$ cat config.mk
export PLATFORM = sky130hd
export DESIGN_NAME = avg_sqrt_cell
export DESIGN_NICKNAME = d
export VERILOG_FILES = /design/src/rtl/arrowhead_vertex_generator_defines.svh /design/src/rtl/avg_pkg.sv /design/src/rtl/avg_sqrt_cell.sv
export SDC_FILE = /design/constraint.sdc
export NUM_CORES = 1
export LEC_CHECK = 0
export ABC_AREA = 1
export BUFFER_PORTS_ARGS = -buffer_cell sky130_fd_sc_hd__buf_4
export CAP_MARGIN = 20
export CORE_ASPECT_RATIO = 0.75
export CORE_UTILIZATION = 25
export DETAILED_ROUTE_END_ITERATION = 8
export PLACE_DENSITY = 0.48
export SLEW_MARGIN = 20
export SYNTH_ARGS = -nofsm -noshare
export SYNTH_HDL_FRONTEND = slang
export SYNTH_SLANG_ARGS = --single-unit
export TNS_END_PERCENT = 1
$ cat constraint.sdc
create_clock -name clk -period 0.9 [get_ports clk]
set_input_delay 0.045 -clock clk [delete_from_list [all_inputs] [get_ports clk]]
set_output_delay 0.045 -clock clk [all_outputs]
set_load 0.05 [all_outputs]
$ cat src/rtl/arrowhead_vertex_generator_defines.svh
// Assertion macros shared by the arrowhead vertex generator RTL.
`ifndef ARROWHEAD_VERTEX_GENERATOR_DEFINES_SVH
`define ARROWHEAD_VERTEX_GENERATOR_DEFINES_SVH

// Same-cycle implication, sampled on clk, off while arst_n is low.
`define AVG_ASSERT_NOW(lbl, ante, cons, msg) \
	lbl: assert property (@(posedge clk) disable iff (!arst_n) (ante) |-> (cons)) else $error(msg);

// Next-cycle implication, sampled on clk, off while arst_n is low.
`define AVG_ASSERT_NEXT(lbl, ante, cons, msg) \
	lbl: assert property (@(posedge clk) disable iff (!arst_n) (ante) |=> (cons)) else $error(msg);

`endif

$ cat src/rtl/avg_pkg.sv
// Types, constants and register codes of the arrowhead vertex generator.
package avg_pkg;

	localparam int FRACTION_BITS_DEF = 4;

	localparam int COORD_W = 15;
	localparam int STYLE_W = 9;
	localparam int COLOR_W = 8;
	localparam int SIZE_W  = 10;
	localparam int OUT_W   = 20;
	localparam int DIFF_W  = 16;
	localparam int SQ_W    = 32;
	localparam int CONST_W = 25;
	localparam int P_W     = 41;
	localparam int MAG_W   = 40;
	localparam int ROOT_W  = 64;
	localparam int SQRT_STEPS = 32;
	localparam int DEN_W   = 44;
	localparam int WIDE_W  = 32;
	localparam int LANES   = 4;

	localparam int APB_DATA_W = 32;
	localparam int APB_ADDR_W = 4;

	localparam logic signed [CONST_W-1:0] COS20_Q24 = 25'sd15765426;
	localparam logic signed [CONST_W-1:0] SIN20_Q24 = 25'sd5738146;

	localparam logic [SIZE_W-1:0] ARROW_SIZE_RST = 10'd100;

	localparam logic [1:0] REG_PER_SEG   = 2'd0;
	localparam logic [1:0] REG_COM_STYLE = 2'd1;
	localparam logic [1:0] REG_CUR_COLOR = 2'd2;
	localparam logic [1:0] REG_ARROW_SZ  = 2'd3;

	localparam int LANE_LX = 0;
	localparam int LANE_LY = 1;
	localparam int LANE_RX = 2;
	localparam int LANE_RY = 3;

	typedef struct packed {
		logic [LANES-1:0][P_W-1:0] p;
		logic [COORD_W-1:0]        ex;
		logic [COORD_W-1:0]        ey;
		logic [STYLE_W-1:0]        style;
		logic                      head;
		logic                      last;
	} avg_side_t;

	typedef struct packed {
		logic [LANES-1:0]   neg;
		logic [COORD_W-1:0] ex;
		logic [COORD_W-1:0] ey;
		logic [STYLE_W-1:0] style;
		logic               head;
		logic               last;
	} avg_tail_t;

	typedef struct packed {
		logic adv;
		logic valid;
	} avg_ctl_t;

endpackage

$ cat src/rtl/avg_sqrt_cell.sv
// One cell of the square root chain: settles one root bit per stage.
module avg_sqrt_cell #(
	parameter int STEP = 0
) (
	input  logic                           clk,
	input  logic                           arst_n,
	input  avg_pkg::avg_ctl_t              ctl_in,
	input  logic [avg_pkg::ROOT_W-1:0]     x_in,
	input  logic [avg_pkg::ROOT_W-1:0]     r_in,
	input  avg_pkg::avg_side_t             side_in,
	output logic                           v_out,
	output logic [avg_pkg::ROOT_W-1:0]     x_out,
	output logic [avg_pkg::ROOT_W-1:0]     r_out,
	output avg_pkg::avg_side_t             side_out
);
	localparam logic [avg_pkg::ROOT_W-1:0] BIT_VAL =
		avg_pkg::ROOT_W'(1) << (avg_pkg::ROOT_W - 2 - 2 * STEP);

	logic [avg_pkg::ROOT_W-1:0] trial;
	logic                       take;
	logic                       v_q;
	logic [avg_pkg::ROOT_W-1:0] x_q;
	logic [avg_pkg::ROOT_W-1:0] r_q;
	avg_pkg::avg_side_t         side_q;

	assign trial = r_in + BIT_VAL;
	assign take  = x_in >= trial;

	always_ff @(posedge clk or negedge arst_n) begin
		if (!arst_n) begin
			v_q <= 1'b0;
		end else if (ctl_in.adv) begin
			v_q <= ctl_in.valid;
		end
	end

	always_ff @(posedge clk) begin
		if (ctl_in.adv) begin
			x_q    <= take ? (x_in - trial) : x_in;
			r_q    <= take ? ((r_in >> 1) + BIT_VAL) : (r_in >> 1);
			side_q <= side_in;
		end
	end

	assign v_out    = v_q;
	assign x_out    = x_q;
	assign r_out    = r_q;
	assign side_out = side_q;
endmodule

# Yosys cells after proc, flatten, opt, wreduce, memory -nomap -nowiden
# Index checks and enable logic that the tools add are counted.
[classes] n_mux=2 addsub=3 order_cmp=1
[op_table] cell="$add 63x63->64 const B" count=1
[op_table] cell="$add 64x63->64 const B" count=1
[op_table] cell="$ge 64x64->1" count=1
[op_table] cell="$mux 64" count=1
[op_table] cell="$sub 64x64->64" count=1
[op_table] cell="$mux 63" count=1
[word_totals] out_inout_bits=334 input_bits=337 word_cells=19 register_bits=334

# Logic depth before layout (Yosys ltp)
[depth] word_depth=3 depth_mapped=18 ltp_nobuf=17

# Worst setup path after synthesis
# Ideal clock, no wire load.
[synth_path] path_type="input-to-reg" startpoint="in x_in[0] (netlist bit)" endpoint="reg x_q, in the netlist x_out[14], data pin" setup_time_ps=252 setup_slack_ps=-1102 path_buffers=1 cell_stages=18 arrival_time_ps=1750 t_required_ps=648 cell_sequence="inv_1 -> ha_1 -> fa_1 -> inv_1 -> nand3_1 -> nand2_2 -> nand2_2 -> nand2_4 -> nand2_2 -> nand2_2 -> nand2_2 -> nand3_2 -> nand2_4 -> nand2_8 -> inv_4 -> buf_2 -> nand2_1 -> nand2_1"
[synth_between] elab_chain_cells=2 elab_cells_between_ends=3 cone_classes="1 x add/sub; 1 x order compare; 1 x mux"
[synth_rtl] element="from (decl)" line="avg_sqrt_cell.sv:8" rtl="input logic [avg_pkg::ROOT_W-1:0] x_in,"
[synth_rtl] element="$sub 64x64->64 or $ge 64x64->1 (tied branches)" line="avg_sqrt_cell.sv:39, avg_sqrt_cell.sv:27"
[synth_rtl] element="$mux 64 (*)" line="avg_sqrt_cell.sv:39" rtl="x_q <= take ? (x_in - trial) : x_in;"
[synth_rtl] element="to (signal assigned)" line="avg_sqrt_cell.sv:39"
[synth_rtl] element="to (decl)" line="avg_sqrt_cell.sv:22" rtl="logic [avg_pkg::ROOT_W-1:0] x_q;"
# Mark *: on every way between the ends. The rest lies on a longest branch, timed or not.
# A chain may end at the register's enable or synchronous reset.

# Worst setup path in the final report
[layout_path] startpoint="in x_in[0] (netlist bit)" endpoint="reg x_q, in the netlist x_out[15], data pin"
# The elaborated chain is that of the path after synthesis.

==> impl_metrics.tcl <==
set metrics [dict create \
    layoutNonFillerInstCount 4187 \
    synthesis.instances 1920 \
    setup_slack_on_the_worst_flop_to_flop_path_ns 0.11 \
    ys_seq_area_share_pct 58.2 \
    synthTopCellsByCount "753 x sky130_fd_sc_hd__nand2_1, 396 x sky130_fd_sc_hd__inv_1, 333 x sky130_fd_sc_hd__edfxtp_1" \
    syn_area_per_cell_um2 8.98 \
    die_h_um 229 \
    grt_antenna_before_repair 2 \
    port_buffers 670 \
    aggregate_routed_wire_length_um 80600 \
    synth_enable_flop_cells 333 \
    cts_buffers 38 \
    hp-class "in -> reg" \
    max-clock-path-buffers 3 \
    ys_warn_count 0 \
    mapped_area_um2 17200 \
    timing_worst_slew_pin_value_ns 0.394 \
    timing.final.ws_setup_ns -0.764 \
    core_area_um2 67500 \
    drv_cap 0 \
    cp.required_ns 1.22 \
    regToRegStartpoint "v_out$_DFFE_PN0P_" \
    floorplan.initialDensity_pct 25.5 \
    worst_r2r_endpoint "v_out$_DFFE_PN0P_" \
    cts_htree_levels 2 \
    worst_skew_pair.late_latency_ns 0.57 \
    clk_pin_slew_ns 0.06 \
    ant_nets_after_route 0 \
    maxSlewHeadroom_pct 73.7 \
    final_net_count 3677 \
    critical_path.cell_chain "buf_4, inv_12, ha_4, fa_2, inv_2, nand3_2, nand2_4, nand2_2, nand2_4, nand2_2, nand2_2, nand2_2, nand3_4, nand2_4, nand2_8, inv_8, clkbuf_16, nand2_1, nand2_1" \
    avgViaCountPerCell 4.24 \
    crit_top_cell "sky130_fd_sc_hd__nand2_2" \
    cts_num_sinks 334 \
    row_count 82 \
    total_nets_after_synthesis 2322 \
    via_count 17800 \
    netlist.area_leader.share_pct 58.0 \
    grt_pass1_vias 18700 \
    gp_congestion 0.936 \
    worstRegToRegCells 1 \
    path_depth 19 \
    finalMaxSlewViolations 0 \
    timing.critical_path.max_delay_family "simple AND/OR/NAND/NOR gates" \
    gr-total-overflow 0 \
    yosysUniqueCellTypes 35 \
    synth_ff_type "sky130_fd_sc_hd__edfxtp_1" \
    grt_max_degree 55 \
    worst_hold_path.endpoint "x_out[0]$_DFFE_PP_" \
    rsz0062_at_grt "yes" \
    min_period_ns 1.66 \
    final_layout_size_suffix_gt1_share_pct 36.9 \
    dr.pass1.iters 7 \
    clock_tree_from_tritoncts "built" \
    wl_per_cell_um 19.3 \
    die-area_um2 70000 \
    cpMaxStageDelayCell "sky130_fd_sc_hd__fa_2" \
    worst_hold_startpoint "r_in[0]" \
    drc_violation_count_after_routing 0 \
    die_width_um 305 \
    global_route.usage.total_pct 22.5 \
    p_leak_nw 15.9 \
    async_reset_ff_share_pct 0.299 \
    clock-skew-final_ns 0 \
    report.final.setup_viol 400 \
    drtIter0Drc 946 \
    timing.critical_path.buf_inv 5 \
    critical_path.startpoint_type "input pin" \
    place.detailed.instances 3772 \
    violations "negative setup slack" \
    synthMostInstantiatedCell "sky130_fd_sc_hd__nand2_1" \
    worst_hold_path.num_cells 5 \
    areaGrowthSynthToFinish_pct 87.8 \
    hold_viol 0 \
    final.period_utilization_pct 185 \
    dpl_worst_slack_ns -1.60 \
    critPathKind "in -> reg" \
    grt_first_pass_wirelength_um 117000 \
    cp_max_fo 11 \
    synthDominantAreaCellType "sky130_fd_sc_hd__edfxtp_1" \
    end_kind "flop" \
    cpPeakStageDelay_ns 0.37 \
    ys_ff_latch 334 \
    max_freq_mhz 601 \
    clock_tree.root_cell "sky130_fd_sc_hd__clkbuf_16" \
    vdd.ir_drop.worst_mv 1.37 \
    power_per_cell_area_nw_per_um2 1690 \
    floorplan.io_pins 671 \
    worst_ep_arrival_time_ns 1.98 \
    run_status "finished with violations" \
    netlist_top_cells_area "sky130_fd_sc_hd__edfxtp_1 58%, sky130_fd_sc_hd__nand2_1 16%, sky130_fd_sc_hd__inv_1 8.6%, sky130_fd_sc_hd__ha_1 4.6%, sky130_fd_sc_hd__nor2_1 2.4%" \
    dp_hpwl_um 64000 \
]
-- layer usage --
layer,global-route usage [%],share of wire (%)
met1,27.4,41
met2,38.6,48
met3,5.00,6.5
met4,9.19,4.2
met5,0,0
-- flip-flops by register name (all words and copies together) (netlist names) --
signal	count
v_out	1
side_out	205
x_out	64
r_out	64
-- cells in the final DEF (no fill, tap or decap), types with 30 or more instances in the layout --
master and instances:
sky130_fd_sc_hd__inv_1 393, sky130_fd_sc_hd__a21oi_1 35, sky130_fd_sc_hd__nand2_1 708, sky130_fd_sc_hd__nor2_1 86, sky130_fd_sc_hd__nand2_2 55, sky130_fd_sc_hd__clkbuf_16 40, sky130_fd_sc_hd__nand3_1 66, sky130_fd_sc_hd__ha_1 45
sky130_fd_sc_hd__buf_6 334, sky130_fd_sc_hd__dlygate4sd3_1 335, sky130_fd_sc_hd__edfxtp_1 333, sky130_fd_sc_hd__xor2_1 30, sky130_fd_sc_hd__buf_4 639
-- logic make-up after synthesis --
group | count (synthesis) | synth area share [%]
simple gates | 1015 | 24.2
flops | 334 | 58.2
mux | 1 | 0.0653
xor+xnor | 32 | 1.63
compound gates | 52 | 1.55
buf+inv | 421 | 9.60
fa+ha+maj | 65 | 4.76
-- where the power goes --
| part | leakage (nW) | switching [mW] | total [mW] | internal [mW] |
|---|---|---|---|---|
| Combinational | 12.0 | 11.4 | 19.2 | 7.81 |
| Clock | 0.589 | 6.72 | 15.6 | 8.86 |
| Sequential | 3.27 | 0.808 | 19.7 | 18.9 |
| Total | 15.9 | 19.0 | 54.6 | 35.6 |
-- final cells by class --
class                      instances  area, um2
antenna                            2       5.00
inverter                         408       1560
fill                            6365      35200
timing repair buffer            1328      12300
clock inverter                    24        224
clock buffer                      44        995
sequential                       334      10000
tap                              882       1100
multi-input combinational       1165       6150
-- metrics by stage --
step                      TNS [ns]  hold WS (ns)  power [mW]  instance area, um2  utilization [%]
after detailed placement   -100.43        -0.176        36.4               25800             38.3
after CTS                  -147.70        -0.256        54.9               32200             47.6
final                      -138.78        0.0400        54.6               32400             47.9
after floorplan             -63.02        -0.251        28.7               17300                -
after global routing       -160.71        0.0614        56.8               32400             47.9
after global placement      -97.24        -0.178        36.3               25800             38.3
-- worst max-delay path by stage --
stage | startpoint | to | slack (ns)
2_1_floorplan | x_in[0] | x_out[55]$_DFFE_PP_ | -0.97
3_3_place_gp | r_in[38] | x_out[61]$_DFFE_PP_ | -1.61
3_5_place_dp | r_in[38] | x_out[61]$_DFFE_PP_ | -1.60
4_1_cts | x_in[0] | x_out[15]$_DFFE_PP_ | -0.69
5_1_grt | x_in[0] | x_out[15]$_DFFE_PP_ | -0.87
6_report | x_in[0] | x_out[15]$_DFFE_PP_ | -0.76
-- repair_timing --
| action | 4_1_cts | 5_1_grt |
|---|---|---|
| buffers inserted | 5 | 3 |
| cloned | 0 | 1 |
| hold buffers | 334 | 2 |
| pin swaps | 8 | 7 |
| gates resized for setup | 442 | 27 |
| setup endpoints to repair | 400 | 617 |
| endpoints found under the hold margin | 395 | 2 |
No activity file was read; power rests on OpenSTA's default activity.
