**src/rtl/arrowhead_vertex_generator_defines.svh**
```systemverilog
// Assertion macros shared by the arrowhead vertex generator RTL.
`ifndef ARROWHEAD_VERTEX_GENERATOR_DEFINES_SVH
`define ARROWHEAD_VERTEX_GENERATOR_DEFINES_SVH

// Same-cycle implication, sampled on clk, off while arst_n is low.
`define AVG_ASSERT_NOW(lbl, ante, cons, msg) \
	lbl: assert property (@(posedge clk) disable iff (!arst_n) (ante) |-> (cons)) else $error(msg);

// Next-cycle implication, sampled on clk, off while arst_n is low.
`define AVG_ASSERT_NEXT(lbl, ante, cons, msg) \
	lbl: assert property (@(posedge clk) disable iff (!arst_n) (ante) |=> (cons)) else $error(msg);

`endif

```
**src/rtl/avg_pkg.sv**
```systemverilog
// Types, constants and register codes of the arrowhead vertex generator.
package avg_pkg;

	localparam int FRACTION_BITS_DEF = 4;

	localparam int COORD_W = 15;
	localparam int STYLE_W = 9;
	localparam int COLOR_W = 8;
	localparam int SIZE_W  = 10;
	localparam int OUT_W   = 20;
	localparam int DIFF_W  = 16;
	localparam int SQ_W    = 32;
	localparam int CONST_W = 25;
	localparam int P_W     = 41;
	localparam int MAG_W   = 40;
	localparam int ROOT_W  = 64;
	localparam int SQRT_STEPS = 32;
	localparam int DEN_W   = 44;
	localparam int WIDE_W  = 32;
	localparam int LANES   = 4;

	localparam int APB_DATA_W = 32;
	localparam int APB_ADDR_W = 4;

	localparam logic signed [CONST_W-1:0] COS20_Q24 = 25'sd15765426;
	localparam logic signed [CONST_W-1:0] SIN20_Q24 = 25'sd5738146;

	localparam logic [SIZE_W-1:0] ARROW_SIZE_RST = 10'd100;

	localparam logic [1:0] REG_PER_SEG   = 2'd0;
	localparam logic [1:0] REG_COM_STYLE = 2'd1;
	localparam logic [1:0] REG_CUR_COLOR = 2'd2;
	localparam logic [1:0] REG_ARROW_SZ  = 2'd3;

	localparam int LANE_LX = 0;
	localparam int LANE_LY = 1;
	localparam int LANE_RX = 2;
	localparam int LANE_RY = 3;

	typedef struct packed {
		logic [LANES-1:0][P_W-1:0] p;
		logic [COORD_W-1:0]        ex;
		logic [COORD_W-1:0]        ey;
		logic [STYLE_W-1:0]        style;
		logic                      head;
		logic                      last;
	} avg_side_t;

	typedef struct packed {
		logic [LANES-1:0]   neg;
		logic [COORD_W-1:0] ex;
		logic [COORD_W-1:0] ey;
		logic [STYLE_W-1:0] style;
		logic               head;
		logic               last;
	} avg_tail_t;

	typedef struct packed {
		logic adv;
		logic valid;
	} avg_ctl_t;

endpackage

```
**src/rtl/avg_div_cell.sv**
```systemverilog
// One cell of the divider chain: settles one quotient bit for all four lanes.
module avg_div_cell #(
	parameter int FRACTION_BITS = avg_pkg::FRACTION_BITS_DEF,
	parameter int BIT_POS       = 0
) (
	input  logic                                               clk,
	input  logic                                               arst_n,
	input  avg_pkg::avg_ctl_t                                  ctl_in,
	input  logic [avg_pkg::DEN_W-1:0]                          d_in,
	input  logic [avg_pkg::LANES-1:0][53+FRACTION_BITS-1:0]    rem_in,
	input  logic [avg_pkg::LANES-1:0][8+FRACTION_BITS-1:0]     q_in,
	input  avg_pkg::avg_tail_t                                 tail_in,
	output logic                                               v_out,
	output logic [avg_pkg::DEN_W-1:0]                          d_out,
	output logic [avg_pkg::LANES-1:0][53+FRACTION_BITS-1:0]    rem_out,
	output logic [avg_pkg::LANES-1:0][8+FRACTION_BITS-1:0]     q_out,
	output avg_pkg::avg_tail_t                                 tail_out
);
	localparam int RW = 53 + FRACTION_BITS;
	localparam int QW = 8 + FRACTION_BITS;

	logic [RW-1:0]                         dsh;
	logic [avg_pkg::LANES-1:0][RW-1:0]     rem_n;
	logic [avg_pkg::LANES-1:0][QW-1:0]     q_n;
	logic                                  v_q;
	logic [avg_pkg::DEN_W-1:0]             d_q;
	logic [avg_pkg::LANES-1:0][RW-1:0]     rem_q;
	logic [avg_pkg::LANES-1:0][QW-1:0]     q_q;
	avg_pkg::avg_tail_t                    tail_q;

	assign dsh = RW'(d_in) << BIT_POS;

	always_comb begin
		for (int l = 0; l < avg_pkg::LANES; l++) begin
			q_n[l] = q_in[l];
			if (rem_in[l] >= dsh) begin
				rem_n[l]          = rem_in[l] - dsh;
				q_n[l][BIT_POS]   = 1'b1;
			end else begin
				rem_n[l]          = rem_in[l];
			end
		end
	end

	always_ff @(posedge clk or negedge arst_n) begin
		if (!arst_n) begin
			v_q <= 1'b0;
		end else if (ctl_in.adv) begin
			v_q <= ctl_in.valid;
		end
	end

	always_ff @(posedge clk) begin
		if (ctl_in.adv) begin
			d_q    <= d_in;
			rem_q  <= rem_n;
			q_q    <= q_n;
			tail_q <= tail_in;
		end
	end

	assign v_out    = v_q;
	assign d_out    = d_q;
	assign rem_out  = rem_q;
	assign q_out    = q_q;
	assign tail_out = tail_q;
endmodule

```
**config.mk**
```make
export PLATFORM = sky130hd
export DESIGN_NAME = avg_div_cell
export DESIGN_NICKNAME = d
export VERILOG_FILES = /design/src/rtl/arrowhead_vertex_generator_defines.svh /design/src/rtl/avg_pkg.sv /design/src/rtl/avg_div_cell.sv
export SDC_FILE = /design/constraint.sdc
export NUM_CORES = 1
export LEC_CHECK = 0
export BUFFER_PORTS_ARGS = -buffer_cell sky130_fd_sc_hd__buf_2
export CAP_MARGIN = 10
export CORE_AREA = 2 2 284 286
export DETAILED_ROUTE_END_ITERATION = 7
export DIE_AREA = 0 0 286 288
export GPL_TIMING_DRIVEN = 0
export PLACE_DENSITY = 0.64
export SKIP_LAST_GASP = 1
export SLEW_MARGIN = 0
export SYNTH_ARGS = -nofsm -noshare
export SYNTH_HDL_FRONTEND = slang
export SYNTH_SLANG_ARGS = --single-unit
```
**constraint.sdc**
```tcl
create_clock -name clk -period 2.54 [get_ports clk]
set_clock_uncertainty 0.15 [all_clocks]
set_input_delay 0.254 -clock clk [delete_from_list [all_inputs] [get_ports clk]]
set_output_delay 0.254 -clock clk [all_outputs]
set_load 0.02 [all_outputs]
```
; ---- Yosys cells after proc, flatten, opt, wreduce, memory -nomap -nowiden
; Cells that the tools add are included.
[totals]
output_inout_bits = 366
mem_bits_rw = 0
romBits = 0
mem_count = 0
latchBits = 0
reg_bits = 366
[classes]
n_reduce_logical = 0
magnitude_cmp = 4
div = 0
addsub = 4
multipliers = 0
shift = 0
n_eq_ne = 0
n_mux = 4
bitwise = 0
[ops]
columns = cell, n
row1 = $ge 57x44->1, 4
row2 = $mux 57, 4
row3 = $sub 57x44->57, 4

; ---- Depth between registers and ports, before layout
; Gate-level depths: netlist of the first run.
[depth]
word_depth = 2
mapped_depth = 14
mapped_depth_nobuf = 12

; ---- Worst setup path before layout of the first run
; No wires, ideal clock.
[synth_path]
kind = input to register
start = input d_in[22] (netlist bit)
end = register rem_q (netlist bit rem_out[221]) (data pin)
slack_ns = -0.526
n_path_buf = 3
setup_ns = 0.268
stages = 14
t_arrival_ns = 2.647
path_cell_list = inv_1 ha_1 buf_2 a21o_1 a31o_2 a211oi_1 nor2_1 a311oi_1 a21oi_1 nor2_1 buf_2 buf_2 a211oi_1 xor2_1
[synth_lines]
columns = item, line
row1 = start: declaration, avg_div_cell.sv:9  ; input logic [avg_pkg::DEN_W-1:0] d_in,
row2 = end signal: assignment, avg_div_cell.sv:56  ; rem_q <= rem_n;
row3 = end: declaration, avg_div_cell.sv:27  ; logic [avg_pkg::LANES-1:0][RW-1:0] rem_q;

==> results of run 1 <==
tightest hold or removal path, stage by stage:
cell and delay [ns]:
buf_2 0.14, nor2_1 0.05, nand4_1 0.10, xnor2_1 0.11
state kept, by name (all words and copies together) (netlist names):
register / cells
d_out: 44
q_out: 48
rem_out: 228
tail_out: 45
v_out: 1
synthesized netlist by cell type (55+ instances only):
cell type  count  share of area
a21oi_1      263          0.053
o21ai_0      224          0.045
ha_1         176          0.088
a21o_1        63          0.019
nand3_1       55          0.011
nand2_1      286          0.043
inv_1        116          0.017
nor2_1       181          0.027
xor2_1        99          0.035
nand4_1       64          0.016
xnor2_1      108          0.038
clkbuf_1      80          0.012
edfxtp_1     365           0.44
logic make-up after synthesis:
group | Yosys count | share of synthesized area
buffers and inverters | 228 | 0.0365
AOI/OAI and AO/OA | 785 | 0.192
xor gates and xnor gates | 207 | 0.0727
muxes | 12 | 0.00542
and+or+nand+nor | 833 | 0.161
DFF | 366 | 0.441
adders and majority gates | 180 | 0.0916
power groups by stage:
stage	registers (mW)	logic [mW]	clock network, mW
after floorplan	8.88	2.72	0
after global placement	7.97	6.14	0
after detailed placement	7.91	6.15	0
after CTS	7.80	7.66	6.58
after global routing	7.87	8.99	6.80
final	7.81	8.54	6.47
stage by stage:
| step | utilization | setup TNS (ns) |
|---|---|---|
| 6_report | 0.553 | -58.65 |
| 5_1_grt | 0.552 | -69.58 |
| 4_1_cts | 0.518 | -43.32 |
| 3_5_place_dp | 0.383 | -397.43 |
| 3_3_place_gp | 0.382 | -2026.33 |
| 2_1_floorplan | - | -51.27 |
what timing repair did:
action	CTS	global route
setup buffers	201	99
hold endpoints to repair	392	6
pin swaps	199	175
gates cloned	26	3
hold buffers	362	6
endpoints found under the setup margin	232	232
resized for setup	841	501
cell type report:
cell class,count,area [µm²],share of cell area
antenna,17,42.5,0.000967
buffer,56,774,0.0176
clock buffer,52,1170,0.0266
clock inverter,23,254,0.00577
inverter,116,606,0.0138
multi-input combinational,2017,17900,0.406
sequential,366,11000,0.250
tap,1060,1330,0.0301
timing repair buffer,1412,11000,0.249
final timing paths:
| path | endpoint | slack (ns) | depth (start not counted) |
|---|---|---|---|
| setup / recovery | rem_out[51]$_DFFE_PP_ | -0.41 | 17 |
| min in group asynchronous | v_out$_DFFE_PN0P_ | 0.37 | 3 |
| hold reg to reg | v_out$_DFFE_PN0P_ | 0.37 | 1 |
| setup reg to reg | v_out$_DFFE_PN0P_ | 1.64 | 1 |
| hold / removal | rem_out[222]$_DFFE_PP_ | 0.04 | 4 |
| max in group asynchronous | v_out$_DFFE_PN0P_ | 1.77 | 3 |
placed cells by master, fill, tap and decap left out, types with 71 or more instances in the layout:
cell / Yosys / final
buf_2: 24 / 717
dlygate4sd3_1: 0 / 368
edfxtp_1: 365 / 365
buf_4: 4 / 194
nand2_1: 286 / 168
a21oi_1: 263 / 162
nor2_1: 181 / 135
xnor2_1: 108 / 104
xor2_1: 99 / 96
ha_4: 0 / 83
o21ai_2: 1 / 78
a21oi_2: 0 / 76
inv_1: 116 / 72
o21ai_0: 224 / 71
metal layers:
layer	routed length, µm	share of wire
met2	60000	0.46
met3	11200	0.086
met5	95	0.00073
met1	49100	0.38
met4	9640	0.074
==> flow_summary.ini, run 1 <==
[pwr]
seqPwrFrac = 0.342
p_leak_nw = 17.6
p_comb_frac = 0.374
vdd_drop_max_uv = 551
power_per_cell_area_nw_per_um2 = 519
switchingPower_mw = 7.92
clkPwrFrac = 0.283
switching_share = 0.347
p_total_mw = 22.8
internal-power_mw = 14.9

[global_routing]
grt_use_met2 = 0.477
grt_pass1_vias = 27300
grtUsageTotal = 0.292
grt_pass1_wl_um = 179000
busiest_layer = met2
use_met3 = 0.0702
grt_max_degree = 121
antenna_found_initial = 27
overflow = 0
use_met1 = 0.347

[placement]
io_buffers = 732
place_congestion = 0.955
dp_hpwl_um = 88400
post_dp_cell_area_um2 = 30500
dp_slack_ns = -2.15
place_inst = 4406

[synthesis]
synth_fp_nets = 3160
syn_area_per_cell_um2 = 9.55
ys_dominant_reg_cell = edfxtp_1
synthCells = 2611
ys.warnings.count = 0
synth_cell_types = 84
synthesis.area_um2 = 24900
async_flop_share = 0.00273
ys_ff_latch = 366
synth-edff-count = 365
ys_seq_area_frac = 0.441

[critical_path]
critical_path.startpoint_type = primary input
crit_fanout = 4
critPathKind = in -> reg
cp_cell_sequence = buf_8, clkinvlp_4, buf_12, buf_6, buf_6, buf_12, ha_4, nand4_1, o22ai_4, buf_6, o31ai_4, a21oi_2, o311ai_4, buf_4, o21ai_2, nor3_4, xor2_1
worst-path-buf-inv = 8
cp.required_ns = 2.69
cp_slowest_cell = o311ai_4
cpPeakStageDelay_ns = 0.44
r2r_start = v_out$_DFFE_PN0P_
crit_path_frequent_cell = buf_6
critical_path_arrival_ns = 3.10
crit_family = compound AO/OA/AOI/OAI gates
crit_start = d_in[7]
end_kind = flip-flop

[run]
cap_violations = 0

[min_path]
hold_class = in -> reg
hp-start = rem_in[220]

[final_layout]
syn2layout_area_growth_pct = 76.5
final_cells = 5119
drive_gt1_frac = 0.477
fin_area_um2 = 44000
n_fill_cell = 6592
nNetsFinal = 4561

[floorplan]
die_y_um = 288
die_area_um2 = 82400
core_area_um2 = 79600
die-width_um = 286
rows = 104
boundaryPins = 735
start_util = 0.313

[drt]
drc = 0
routed_wl_um = 130000
wl_per_cell_um = 25.4
drt_iter0_drc = 2543
first_pass_iters = 8
antenna_left = 0
viasPerCell = 5.46
dr_total_vias = 27900

[clocking]
cts.sinks = 366
cts_buffers = 43
cts_root_buf = clkbuf_16
htreeDepth = 2
clockBufferDepth = 3
insertion_delay_ns = 0.57
cts_tree = yes
path_clk_slew_ns = 0.06

[timing]
whs_ns = 0.0418
fin_crit_sh = 1.16
setup_ws_ns = -0.412
worst_pin_slew_ns = 0.906
fin_crit_ns = 2.95
fmax_mhz = 339
hold_viol_final = 0
report.final.slew_viol_count = 0
slew_headroom = 0.390
rsz0062_at_grt = yes
setup_viol = 230

[outcome]
violations = negative setup slack
status = finished with violations
(Power assumes the default switching activity.)
==> run 2, diff against run 1 <==
Settings changed: CAP_MARGIN 10 to 30, CORE_AREA 2 2 284 286 to 2 2 287 289, CTS_BUF_LIST set to sky130_fd_sc_hd__clkbuf_16, DIE_AREA 0 0 286 288 to 0 0 289 291, PLACE_DENSITY 0.64 to 0.63.
==> run 2 against run 1 <==
  * The flow still finishes with violations (negative setup slack)
  * Sequential share of layout area rose by 0.20 points
  * Final area down 0.80%
  * Final cell count hardly changed
  * Power fell by 2.6%
  * Global-route usage down 0.57 points
  * Register-to-register slack hardly changed
  * Worst hold slack worse by 0.020 ns
  * Critical path depth decreased by 1
  * Routed wire length about the same
  * Critical path type unchanged
  * Largest power group unchanged
==> flow_summary.ini, run 2 (synthesis gave the netlist of run 1 again) <==
[floorplan]
boundaryPins = 735
die-width_um = 289
core_area_um2 = 81200
start_util = 0.307
die_area_um2 = 84100
rows = 105
die_y_um = 291

[drt]
antenna_left = 0
dr_total_vias = 27700
wl_per_cell_um = 25.4
routed_wl_um = 130000
drc = 0
viasPerCell = 5.42
drt_iter0_drc = 2386
first_pass_iters = 5

[timing]
fin_crit_sh = 1.16
setup-tns-final_ns = -41.62
fmax_mhz = 341
fin_crit_ns = 2.94
setup_viol = 226
setup_ws_ns = -0.396
slew_headroom = 0.514
worst_pin_slew_ns = 0.723
report.final.slew_viol_count = 0
hold_viol_final = 0
rsz0062_at_grt = yes

[placement]
io_buffers = 732
place_congestion = 0.948
place_inst = 4416
dp_hpwl_um = 89500

[clocking]
insertion_delay_ns = 0.56
cts.sinks = 366
htreeDepth = 2
clockBufferDepth = 3
cts_tree = yes
cts_root_buf = clkbuf_16
cts_buffers = 43
path_clk_slew_ns = 0.06

[pwr]
vdd_drop_max_uv = 426
seqPwrFrac = 0.351
clkPwrFrac = 0.266
switchingPower_mw = 7.84
switching_share = 0.353
p_comb_frac = 0.383
p_leak_nw = 17.5
internal-power_mw = 14.4
power_per_cell_area_nw_per_um2 = 509

[critical_path]
critical_path.startpoint_type = primary input
end_kind = flip-flop
cpPeakStageDelay_ns = 0.33
critical_path_arrival_ns = 3.08
crit_family = compound AO/OA/AOI/OAI gates
critPathKind = in -> reg
r2r_start = v_out$_DFFE_PN0P_
cp_cell_sequence = buf_16, clkinvlp_4, buf_6, ha_4, nor2b_4, o2111ai_4, a21bo_4, a311oi_4, o21ai_4, o31ai_4, a31oi_4, buf_12, buf_12, clkbuf_16, nand2_1, o21ai_1
rr_worst_depth = 1
worst-path-buf-inv = 6
r2r_end = v_out$_DFFE_PN0P_
r2r_slack_ns = 1.63
cp_slowest_cell = a311oi_4
crit_fanout = 8
cp.required_ns = 2.68
crit_path_frequent_cell = buf_12

[final_layout]
layout_commonest_cell = buf_2
final_cells = 5116
largest_reg_flops = 228
drive_gt1_frac = 0.465
most-common-layout-cells = buf_2 (715), dlygate4sd3_1 (367), edfxtp_1 (365), nand2_1 (204), buf_4 (192)
nNetsFinal = 4548
syn2layout_area_growth_pct = 75.1

[run]
cap_violations = 0

[global_routing]
grt_pass1_wl_um = 177000
grtUsageTotal = 0.287
grt_max_degree = 118
antenna_found_initial = 22
overflow = 0
grt_pass1_vias = 26900

[min_path]
hp-start = rem_in[159]
hold_class = in -> reg
min_path_cells = 2
worstHoldEndpoint = rem_out[159]$_DFFE_PP_

[outcome]
violations = negative setup slack
status = finished with violations
run 2: cell count changes in the layout (fill, tap and decap cells not counted), sizes merged, moves of 2 or more:
cell and change:
clkinv +4, inv +7, bufinv -4, clkbuf -2, buf -18
run 2: layout make-up:
| class | count | area, µm² |
|---|---|---|
| clock buffers | 45 | 1130 |
| repair buffers | 1403 | 11000 |
| multi-input cells | 2017 | 17700 |
| clock inverters | 31 | 179 |
| fillers | 6872 | 37500 |
| well taps | 1070 | 1340 |
| flip-flops and latches | 366 | 11000 |
| diodes | 16 | 40.0 |
| inverters | 116 | 601 |
| plain buffers | 52 | 681 |
run 2: how the worst max path moves through the flow:
stage | from | cells past startpoint | end | slack, ns
detailed placement | d_in[1] | 12 | rem_out[55]$_DFFE_PP_ | -2.16
CTS | d_in[11] | 16 | rem_out[149]$_DFFE_PP_ | -0.27
floorplan | d_in[6] | 13 | rem_out[116]$_DFFE_PP_ | -0.36
global placement | ctl_in[1] | 2 | v_out$_DFFE_PN0P_ | -4.88
global route | d_in[27] | 15 | rem_out[99]$_DFFE_PP_ | -0.43
finish | d_in[1] | 16 | rem_out[122]$_DFFE_PP_ | -0.40
run 2: power by group through the flow:
stage | Combinational, mW | Sequential [mW] | Clock, mW
global placement | 6.16 | 7.96 | 0
global route | 8.97 | 7.87 | 6.24
floorplan | 2.72 | 8.88 | 0
finish | 8.51 | 7.80 | 5.91
CTS | 7.55 | 7.80 | 6.01
detailed placement | 6.17 | 7.91 | 0
run 2: repair_timing:
item / CTS / global route
setup endpoints to repair: 232 / 232
setup buffers: 197 / 87
hold buffers: 366 / 1
cloned: 16 / 8
resized for setup: 594 / 631
endpoints found under the hold margin: 398 / 1
pin swaps: 118 / 194
run 2: stage by stage:
step	hold WS [ns]	area (µm²)	power, mW	worst slack [ns]	util
after detailed placement	-0.120	30500	14.1	-2.16	0.376
after global routing	0.00471	43600	23.1	-0.429	0.537
after floorplan	-0.192	25400	11.6	-0.365	-
after CTS	-0.155	40300	21.4	-0.271	0.496
after global placement	-0.120	30400	14.1	-4.88	0.375
final	0.0215	43600	22.2	-0.396	0.538
run 2: layer usage:
metal / global-route usage / routed length [µm]
met2: 0.463 / 60100
met3: 0.0694 / 11100
met1: 0.347 / 49700
met4: 0.164 / 8920
met5: 0 / 80
